--- config.mk ---
export PLATFORM = sky130hd
export DESIGN_NAME = ac3_sync_frame_header_scanner
export DESIGN_NICKNAME = d
export VERILOG_FILES = /design/src/hw/rtl/ac3sfh_pkg.sv /design/src/hw/rtl/ac3_sync_frame_header_scanner.sv
export SDC_FILE = /design/constraint.sdc
export NUM_CORES = 1
export LEC_CHECK = 0
export BUFFER_PORTS_ARGS = -buffer_cell sky130_fd_sc_hd__buf_2
export CORE_MARGIN = 3
export CORE_UTILIZATION = 60
export DETAILED_ROUTE_END_ITERATION = 16
export GPL_TIMING_DRIVEN = 0
export PLACE_DENSITY = 0.89
export SLEW_MARGIN = 40
export SYNTH_ARGS = -nofsm -noshare
export SYNTH_HDL_FRONTEND = slang
export SYNTH_SLANG_ARGS = --single-unit
--- constraint.sdc ---
create_clock -name clock -period 8.35 [get_ports clock]
set_input_delay 0.4175 -clock clock [delete_from_list [all_inputs] [get_ports clock]]
set_output_delay 0.4175 -clock clock [all_outputs]
set_load 0.005 [all_outputs]
--- src/hw/rtl/ac3sfh_pkg.sv ---
// ----------------------------------------------------------------------------
// ac3sfh_pkg
// Shared constants and the A/52 frame size table for the AC-3 sync frame
// header scanner.
// ----------------------------------------------------------------------------
package ac3sfh_pkg;

   localparam int OFFSET_BITS = 40;
   localparam int SKIP_BITS   = 12;
   localparam int WORDS_BITS  = 11;

   localparam logic [7:0] SYNC_HI  = 8'h0B;
   localparam logic [7:0] SYNC_LO  = 8'h77;

   // Header bytes after the sync word; the last one is taken straight off
   // the input and never stored.
   localparam int HDR_BYTES = 6;
   localparam int HDR_STORE = HDR_BYTES - 1;
   localparam logic [2:0] HDR_LAST = 3'(HDR_BYTES - 1);

   localparam logic [1:0] RATE_48K      = 2'd0;
   localparam logic [1:0] RATE_44K      = 2'd1;
   localparam logic [1:0] RATE_32K      = 2'd2;
   localparam logic [1:0] RATE_RESERVED = 2'd3;
   localparam logic [5:0] SIZE_LIMIT    = 6'd38;

   localparam logic [2:0] ACMOD_1_0   = 3'd1;
   localparam logic [2:0] ACMOD_2_0   = 3'd2;

   // Bytes of the frame already consumed when the header is decoded.
   localparam logic [SKIP_BITS-1:0] HDR_FRAME_BYTES = SKIP_BITS'(8);

   typedef logic [WORDS_BITS-1:0] words_type;

   localparam words_type TBL_48K [38] = '{
      11'd64,   11'd64,   11'd80,   11'd80,   11'd96,   11'd96,   11'd112,  11'd112,
      11'd128,  11'd128,  11'd160,  11'd160,  11'd192,  11'd192,  11'd224,  11'd224,
      11'd256,  11'd256,  11'd320,  11'd320,  11'd384,  11'd384,  11'd448,  11'd448,
      11'd512,  11'd512,  11'd640,  11'd640,  11'd768,  11'd768,  11'd896,  11'd896,
      11'd1024, 11'd1024, 11'd1152, 11'd1152, 11'd1280, 11'd1280
   };

   localparam words_type TBL_44K [38] = '{
      11'd69,   11'd70,   11'd87,   11'd88,   11'd104,  11'd105,  11'd121,  11'd122,
      11'd139,  11'd140,  11'd174,  11'd175,  11'd208,  11'd209,  11'd243,  11'd244,
      11'd278,  11'd279,  11'd348,  11'd349,  11'd417,  11'd418,  11'd487,  11'd488,
      11'd557,  11'd558,  11'd696,  11'd697,  11'd835,  11'd836,  11'd975,  11'd976,
      11'd1114, 11'd1115, 11'd1253, 11'd1254, 11'd1393, 11'd1394
   };

   localparam words_type TBL_32K [38] = '{
      11'd96,   11'd96,   11'd120,  11'd120,  11'd144,  11'd144,  11'd168,  11'd168,
      11'd192,  11'd192,  11'd240,  11'd240,  11'd288,  11'd288,  11'd336,  11'd336,
      11'd384,  11'd384,  11'd480,  11'd480,  11'd576,  11'd576,  11'd672,  11'd672,
      11'd768,  11'd768,  11'd960,  11'd960,  11'd1152, 11'd1152, 11'd1344, 11'd1344,
      11'd1536, 11'd1536, 11'd1728, 11'd1728, 11'd1920, 11'd1920
   };

   // Frame length in 16-bit words; zero for reserved codes.
   function automatic words_type frame_words(input logic [1:0] rate, input logic [5:0] size);
      words_type w;
      w = '0;
      if (size < SIZE_LIMIT) begin
         case (rate)
            RATE_48K: w = TBL_48K[size];
            RATE_44K: w = TBL_44K[size];
            RATE_32K: w = TBL_32K[size];
            default:  w = '0;
         endcase
      end
      return w;
   endfunction

endpackage

--- src/hw/rtl/ac3_sync_frame_header_scanner.sv ---
// ----------------------------------------------------------------------------
// ac3_sync_frame_header_scanner
// Scans an AC-3 byte stream for sync frames and reports each frame header.
// ----------------------------------------------------------------------------
// One stream byte per cycle while the decode stage is not held:
// a byte lands in an input register, is decoded against the scanner state in
// the next cycle, and unless that stage is held a header result is written to
// the output register at the end of that cycle. A result is emitted on the
// sixth byte after each 0x0B77 sync word; while a result waits on rsp_ready
// the scanner keeps taking bytes and only holds when another header completes.
// csr_wr_data sets how many leading bytes are ignored before hunting begins
// and takes effect only before that skip has ended. Frames with reserved
// rate or size codes report header_valid low and frame_words zero, and
// hunting resumes right after the header.
// ----------------------------------------------------------------------------
module ac3_sync_frame_header_scanner
   import ac3sfh_pkg::*;
(
   input  logic                   clock,
   input  logic                   reset,
   input  logic                   csr_wr_en,
   input  logic [31:0]            csr_wr_data,
   input  logic                   req_valid,
   output logic                   req_ready,
   input  logic [7:0]             req_data_byte,
   output logic                   rsp_valid,
   input  logic                   rsp_ready,
   output logic [OFFSET_BITS-1:0] rsp_sync_offset,
   output logic [15:0]            rsp_crc_word,
   output logic [1:0]             rsp_rate_code,
   output logic [5:0]             rsp_size_code,
   output logic [10:0]            rsp_frame_words,
   output logic [4:0]             rsp_stream_id,
   output logic [2:0]             rsp_service_mode,
   output logic [2:0]             rsp_channel_mode,
   output logic                   rsp_lfe_present,
   output logic                   rsp_header_valid
);

   typedef enum logic [1:0] {
      PH_START,
      PH_HUNT,
      PH_HEADER,
      PH_SKIP
   } phase_type;

   // control and state registers
   phase_type              phase_ff, phase_in;
   logic [31:0]            start_skip_ff;
   logic [OFFSET_BITS-1:0] pos_ff, pos_in;
   logic                   prev_sync_ff, prev_sync_in;
   logic [2:0]             hdr_count_ff, hdr_count_in;
   logic [7:0]             hdr_ff [HDR_STORE];
   logic [SKIP_BITS-1:0]   skip_ff, skip_in;
   logic                   s1_valid_ff, s1_valid_in;
   logic [7:0]             s1_byte_ff;
   logic                   rsp_valid_ff, rsp_valid_in;

   // result register
   logic [OFFSET_BITS-1:0] sync_offset_ff;
   logic [15:0]            crc_word_ff;
   logic [1:0]             rate_code_ff;
   logic [5:0]             size_code_ff;
   words_type              frame_words_ff;
   logic [4:0]             stream_id_ff;
   logic [2:0]             service_mode_ff;
   logic [2:0]             channel_mode_ff;
   logic                   lfe_present_ff;
   logic                   header_valid_ff;

   logic       req_accept;
   logic       s1_go;
   logic       emit;
   logic       hdr_store;
   phase_type  eff_phase;

   // decoded header fields
   logic [1:0]           dec_rate;
   logic [5:0]           dec_size;
   logic [2:0]           dec_acmod;
   logic                 dec_valid;
   words_type            dec_words;
   logic [1:0]           mix_fields;
   logic                 dec_lfe;
   logic [SKIP_BITS-1:0] dec_skip;

   // ---------------------------------------------------------------------
   // header decode, last header byte straight from the input register
   // ---------------------------------------------------------------------
   always_comb begin
      dec_rate  = hdr_ff[2][7:6];
      dec_size  = hdr_ff[2][5:0];
      dec_acmod = hdr_ff[4][7:5];
      dec_valid = (dec_rate != RATE_RESERVED) && (dec_size < SIZE_LIMIT);
      dec_words = frame_words(dec_rate, dec_size);
      dec_skip  = {dec_words, 1'b0} - HDR_FRAME_BYTES;

      // count optional 2-bit mix fields ahead of lfeon
      mix_fields = 2'(dec_acmod[0] && (dec_acmod != ACMOD_1_0))
                 + 2'(dec_acmod[2])
                 + 2'(dec_acmod == ACMOD_2_0);
      case (mix_fields)
         2'd0:    dec_lfe = hdr_ff[4][4];
         2'd1:    dec_lfe = hdr_ff[4][2];
         2'd2:    dec_lfe = hdr_ff[4][0];
         default: dec_lfe = s1_byte_ff[6];
      endcase
   end

   // ---------------------------------------------------------------------
   // scanner control
   // ---------------------------------------------------------------------
   always_comb begin
      if (phase_ff == PH_START && pos_ff >= {{(OFFSET_BITS-32){1'b0}}, start_skip_ff}) begin
         eff_phase = PH_HUNT;
      end else begin
         eff_phase = phase_ff;
      end

      emit      = s1_valid_ff && (eff_phase == PH_HEADER) && (hdr_count_ff == HDR_LAST);
      // hold the decode stage only when a second header would overwrite a waiting one
      s1_go     = s1_valid_ff && !(emit && rsp_valid_ff && !rsp_ready);
      req_ready = !s1_valid_ff || s1_go;
      req_accept = req_valid && req_ready;

      s1_valid_in  = req_accept || (s1_valid_ff && !s1_go);
      rsp_valid_in = emit ? 1'b1 : (rsp_valid_ff && !rsp_ready);

      phase_in     = phase_ff;
      pos_in       = pos_ff;
      prev_sync_in = prev_sync_ff;
      hdr_count_in = hdr_count_ff;
      skip_in      = skip_ff;
      hdr_store    = 1'b0;

      if (s1_go) begin
         pos_in = pos_ff + OFFSET_BITS'(1);
         unique case (eff_phase)
            PH_START: begin
               phase_in = PH_START;
            end
            PH_HUNT: begin
               phase_in     = PH_HUNT;
               prev_sync_in = (s1_byte_ff == SYNC_HI);
               if (prev_sync_ff && s1_byte_ff == SYNC_LO) begin
                  phase_in     = PH_HEADER;
                  hdr_count_in = '0;
               end
            end
            PH_HEADER: begin
               if (hdr_count_ff == HDR_LAST) begin
                  hdr_count_in = '0;
                  if (dec_valid) begin
                     phase_in = PH_SKIP;
                     skip_in  = dec_skip;
                  end else begin
                     phase_in     = PH_HUNT;
                     prev_sync_in = 1'b0;
                  end
               end else begin
                  hdr_store    = 1'b1;
                  hdr_count_in = hdr_count_ff + 3'd1;
               end
            end
            PH_SKIP: begin
               skip_in = skip_ff - SKIP_BITS'(1);
               if (skip_ff == SKIP_BITS'(1)) begin
                  phase_in     = PH_HUNT;
                  prev_sync_in = 1'b0;
               end
            end
            default: begin
               phase_in = phase_ff;
            end
         endcase
      end
   end

   always_ff @(posedge clock) begin
      if (reset) begin
         phase_ff      <= PH_START;
         start_skip_ff <= '0;
         pos_ff        <= '0;
         prev_sync_ff  <= 1'b0;
         hdr_count_ff  <= '0;
         skip_ff       <= '0;
         s1_valid_ff   <= 1'b0;
         rsp_valid_ff  <= 1'b0;
      end else begin
         phase_ff     <= phase_in;
         pos_ff       <= pos_in;
         prev_sync_ff <= prev_sync_in;
         hdr_count_ff <= hdr_count_in;
         skip_ff      <= skip_in;
         s1_valid_ff  <= s1_valid_in;
         rsp_valid_ff <= rsp_valid_in;
         if (csr_wr_en) begin
            start_skip_ff <= csr_wr_data;
         end
      end
   end

   // payload registers
   always_ff @(posedge clock) begin
      if (req_accept) begin
         s1_byte_ff <= req_data_byte;
      end
      if (hdr_store) begin
         hdr_ff[hdr_count_ff] <= s1_byte_ff;
      end
      if (emit && s1_go) begin
         sync_offset_ff  <= pos_ff - OFFSET_BITS'(7);
         crc_word_ff     <= {hdr_ff[0], hdr_ff[1]};
         rate_code_ff    <= dec_rate;
         size_code_ff    <= dec_size;
         frame_words_ff  <= dec_words;
         stream_id_ff    <= hdr_ff[3][7:3];
         service_mode_ff <= hdr_ff[3][2:0];
         channel_mode_ff <= dec_acmod;
         lfe_present_ff  <= dec_lfe;
         header_valid_ff <= dec_valid;
      end
   end

   assign rsp_valid        = rsp_valid_ff;
   assign rsp_sync_offset  = sync_offset_ff;
   assign rsp_crc_word     = crc_word_ff;
   assign rsp_rate_code    = rate_code_ff;
   assign rsp_size_code    = size_code_ff;
   assign rsp_frame_words  = frame_words_ff;
   assign rsp_stream_id    = stream_id_ff;
   assign rsp_service_mode = service_mode_ff;
   assign rsp_channel_mode = channel_mode_ff;
   assign rsp_lfe_present  = lfe_present_ff;
   assign rsp_header_valid = header_valid_ff;

   // ---------------------------------------------------------------------
   // assertions
   // ---------------------------------------------------------------------
   a_hdr_count_range: assert property (@(posedge clock) disable iff (reset)
      hdr_count_ff <= HDR_LAST)
      else $error("header byte count out of range");

   a_skip_nonzero: assert property (@(posedge clock) disable iff (reset)
      phase_ff == PH_SKIP |-> skip_ff != '0)
      else $error("frame skip phase with zero bytes left");

   a_result_from_header: assert property (@(posedge clock) disable iff (reset)
      $rose(rsp_valid_ff) |-> $past(phase_ff) == PH_HEADER && $past(hdr_count_ff) == HDR_LAST)
      else $error("result raised outside a header completion");

   a_words_match_valid: assert property (@(posedge clock) disable iff (reset)
      rsp_valid_ff |-> (rsp_header_valid == (rsp_frame_words != '0)))
      else $error("frame length disagrees with header valid flag");

   a_no_overwrite: assert property (@(posedge clock) disable iff (reset)
      rsp_valid_ff && !rsp_ready && s1_valid_ff && emit |=> $stable(sync_offset_ff))
      else $error("waiting result overwritten");

endmodule

==> results.sh <==
export IMPL_drv_cap=0
export IMPL_hold_start="req_data_byte[6]"
export IMPL_synthFlopType="edfxtp_1"
export IMPL_grt_pass1_vias=8389
export IMPL_fin_skew_ps=16.38
export IMPL_die_area_um2=19730
export IMPL_syn_nets=1092
export IMPL_grt_pass1_wl_um=42420
export IMPL_dr_pass1_iters=6
export IMPL_relSlewSlack_pct=46.34
export IMPL_drt_iter0_drc=658
export IMPL_seqPwrFrac_pct=51.9
export IMPL_coreArea_um2=17480
export IMPL_yosysTopAreaCell="edfxtp_1"
export IMPL_track_usage_pct=26.31
export IMPL_whs_path_depth=1
export IMPL_dpl_instance_area_um2=11950
export IMPL_p_per_area_nw_per_um2=181.8
export IMPL_r2r_end="skip_ff[7]"
export IMPL_postLayoutCellArea_um2=12710
export IMPL_cp_end_kind="register"
export IMPL_clockRootBuffer="clkbuf_16"
export IMPL_rsz0062_at_grt="no"
export IMPL_seqCellArea_um2=5866
export IMPL_finalSetupTns_ps=0
export IMPL_cp_arrival_ps=4130
export IMPL_clk_latency_ps=530
export IMPL_antenna_found_initial=4
export IMPL_multi_input_area_um2=4599
export IMPL_port_buffers=133
export IMPL_ant_nets=0
export IMPL_cts_resized=0
export IMPL_synth_area_per_cell_um2=10.85
export IMPL_finalHoldViolCount=0
export IMPL_gp_congestion=0.9360
export IMPL_place_worst_setup_slack_ps=4811
export IMPL_drive_gt1_share_pct=19.29
export IMPL_worstSetupStartpointType="register"
export IMPL_ios=135
export IMPL_synth_top_cells_by_area="edfxtp_1 37%, dfxtp_1 17%, ha_1 5.4%"
export IMPL_synthToLayoutAreaGrowth_pct=17.18
export IMPL_start_util_pct=62.06
export IMPL_use_met1_pct=32.75
export IMPL_worst_pin_slew_ps=804.9
export IMPL_die_h_um=140.5
export IMPL_crit_path_max_fanout=10
export IMPL_slew_violations=0
export IMPL_avgRoutedWirePerCell_um=18.68
export IMPL_cts_sinks=226
export IMPL_combPwrFrac_pct=3.6
export IMPL_globalRouteOverflowTotal=0
export IMPL_worst_r2r_setup_slack_ps=4650
export IMPL_postLayoutSetupSlackWorst_ps=4653
export IMPL_num_nets_final=1257
export IMPL_min_to="s1_byte_ff[6]"
export IMPL_die_x_um=140.5
export IMPL_fin_crit_sh_pct=44.28
export IMPL_clockBufferDepth=3
export IMPL_r2r_start="hdr_ff[2][1]"
export IMPL_p_leak_nw=5.158
export IMPL_crit_type="reg -> reg"
export IMPL_setup_viol=0
export IMPL_swShare_pct=22.19
export IMPL_clk_pin_slew_ps=70
export IMPL_required_ps=8790
export IMPL_cts_tree="built"
export IMPL_yosysUniqueCellTypes=74
export IMPL_finalCriticalPeriod_ps=3697
export IMPL_intPower_mw=1.798
export IMPL_p_sw_mw=0.5127
export IMPL_via_per_inst=5.901
export IMPL_busiest_layer="met2"
export IMPL_status="finished clean"
export IMPL_syn_area_um2=10850
export IMPL_ys_async_sr_fraction_pct=0
export IMPL_cts_hold_buf=0
export IMPL_nFillCells=1175
export IMPL_synth_edff_count=134
export IMPL_vias=8309
export IMPL_grt_max_degree=25
export IMPL_synth_top_area_share_pct=37.10
export IMPL_yosys_warnings=0
export IMPL_reg2reg_depth=13
export IMPL_drc=0
export IMPL_grt_use_met2_pct=45.97
export IMPL_cts_inserted_buffers=23
export IMPL_ys_ff_latch=226
export IMPL_netlist_instances=1000
export IMPL_layout_cells_non_filler=1408
export IMPL_whs_ps=56.93
export IMPL_clkPwrFrac_pct=44.5
export IMPL_hold_class="in -> reg"
export IMPL_seq_area_frac_synth_pct=54.08
export IMPL_dp_hpwl_um=18510
export IMPL_cts_setup_buffers=0
export IMPL_dp_cells=1365
export IMPL_ir_worst_vdd_mv=0.2468
export IMPL_num_rows=48
export IMPL_grt_use_met3_pct=4.916
export IMPL_routed_wl_um=26300
export IMPL_timing_fmax_mhz=270.5
export IMPL_ctsHtreeMaxLevel=1
==> per-layer routing <==
| metal | vias up | part of all wire [%] | wire (µm) |
|---|---|---|---|
| li1 | 3928 | - | - |
| met1 | 3931 | 39 | 10310 |
| met2 | 366 | 50 | 13130 |
| met3 | 78 | 7.6 | 1989 |
| met4 | 6 | 3.1 | 828 |
| met5 | - | 0.16 | 41 |
==> logic make-up after synthesis <==
family                     Yosys count  share of synthesized area [%]
AOI/OAI and AO/OA                  146                          8.767
xor gates and xnor gates            76                          6.206
adders and majority gates           47                          5.422
buffers and inverters              104                          4.003
DFF                                226                          54.08
muxes                               38                          3.507
and+or+nand+nor                    363                          18.02
==> worst max path at each step <==
stage	endpoint	start	depth (start not counted)
final	skip_ff[7]	hdr_ff[2][1]	13
after global routing	skip_ff[7]	hdr_ff[2][1]	13
after CTS	skip_ff[7]	hdr_ff[2][1]	13
after detailed placement	skip_ff[7]	hdr_ff[2][1]	13
after global placement	rsp_sync_offset[34]	hdr_count_ff[0]	4
after floorplan	rsp_channel_mode[0]	hdr_count_ff[0]	4
==> layout make-up <==
cell class              instances  area share, %
inverters                      50          1.477
well taps                     225          2.215
plain buffers                  54          1.939
multi-input cells             670          36.19
clock buffers                  26          4.617
flip-flops and latches        226          46.15
clock inverters                16          1.270
diodes                          1        0.01969
repair buffers                140          6.123
==> metrics by stage <==
stage          util, %  power [mW]
6_report         72.72       2.311
5_1_grt          72.72       2.375
4_1_cts          72.63       2.324
3_5_place_dp     68.35       1.303
3_3_place_gp     67.48       1.299
2_1_floorplan        -       1.271
==> worst max-delay path, stage by stage (launching register included) <==
cell      delay (ps)
edfxtp_1         470
clkbuf_1         420
inv_1            240
ha_1             450
nand2_1           70
nand2_1          100
o32ai_1           90
or4_1            530
clkbuf_1         230
ha_1             270
o21ai_1          270
nor2_1           100
xnor2_1          150
a211oi_1         220
==> cell usage after synthesis (all sizes together) (12+ instances only) <==
master  instances
buf            26
xor2           52
nand4          19
nor2b          14
nand2          69
xnor2          24
nor4           18
ha             47
a21oi          44
a211oi         12
o21ai          29
dfxtp          92
nor3           31
inv            50
nand3          23
nor2          108
mux2i          38
clkbuf         28
edfxtp        134
nand2b         12
==> flip-flops by register name, summed over array words and instances, names as in the netlist, 8 cells and up <==
signal	count
hdr_ff	38
pos_ff	40
rsp_crc_word	16
rsp_frame_words	11
rsp_sync_offset	40
s1_byte_ff	8
skip_ff	12
start_skip_ff	32
==> cell usage in the layout, fill, tap and decap left out, drive strengths merged, types with 10 or more instances in the layout <==
master and instances:
or3 11, nand2 69, and2 10, mux2i 38
xnor2 24, ha 47, nand4 19, nor4 18
nand3 23, a211oi 12, nor3 31, xor2 52
clkinv 10, dfxtp 92, o21ai 29, clkbuf 54
nand2b 12, buf 166, inv 52, nor2 108
nor2b 14, a21oi 44, edfxtp 134, o211ai 10
==> power by group through the flow <==
| stage | sequential (mW) | combinational (mW) | clock [mW] |
|---|---|---|---|
| after floorplan | 1.22 | 0.0520 | 0 |
| after global placement | 1.22 | 0.0763 | 0 |
| after detailed placement | 1.22 | 0.0796 | 0 |
| after CTS | 1.20 | 0.0813 | 1.04 |
| after global routing | 1.20 | 0.0903 | 1.08 |
| final | 1.20 | 0.0822 | 1.03 |
(Power assumes the default switching activity.)
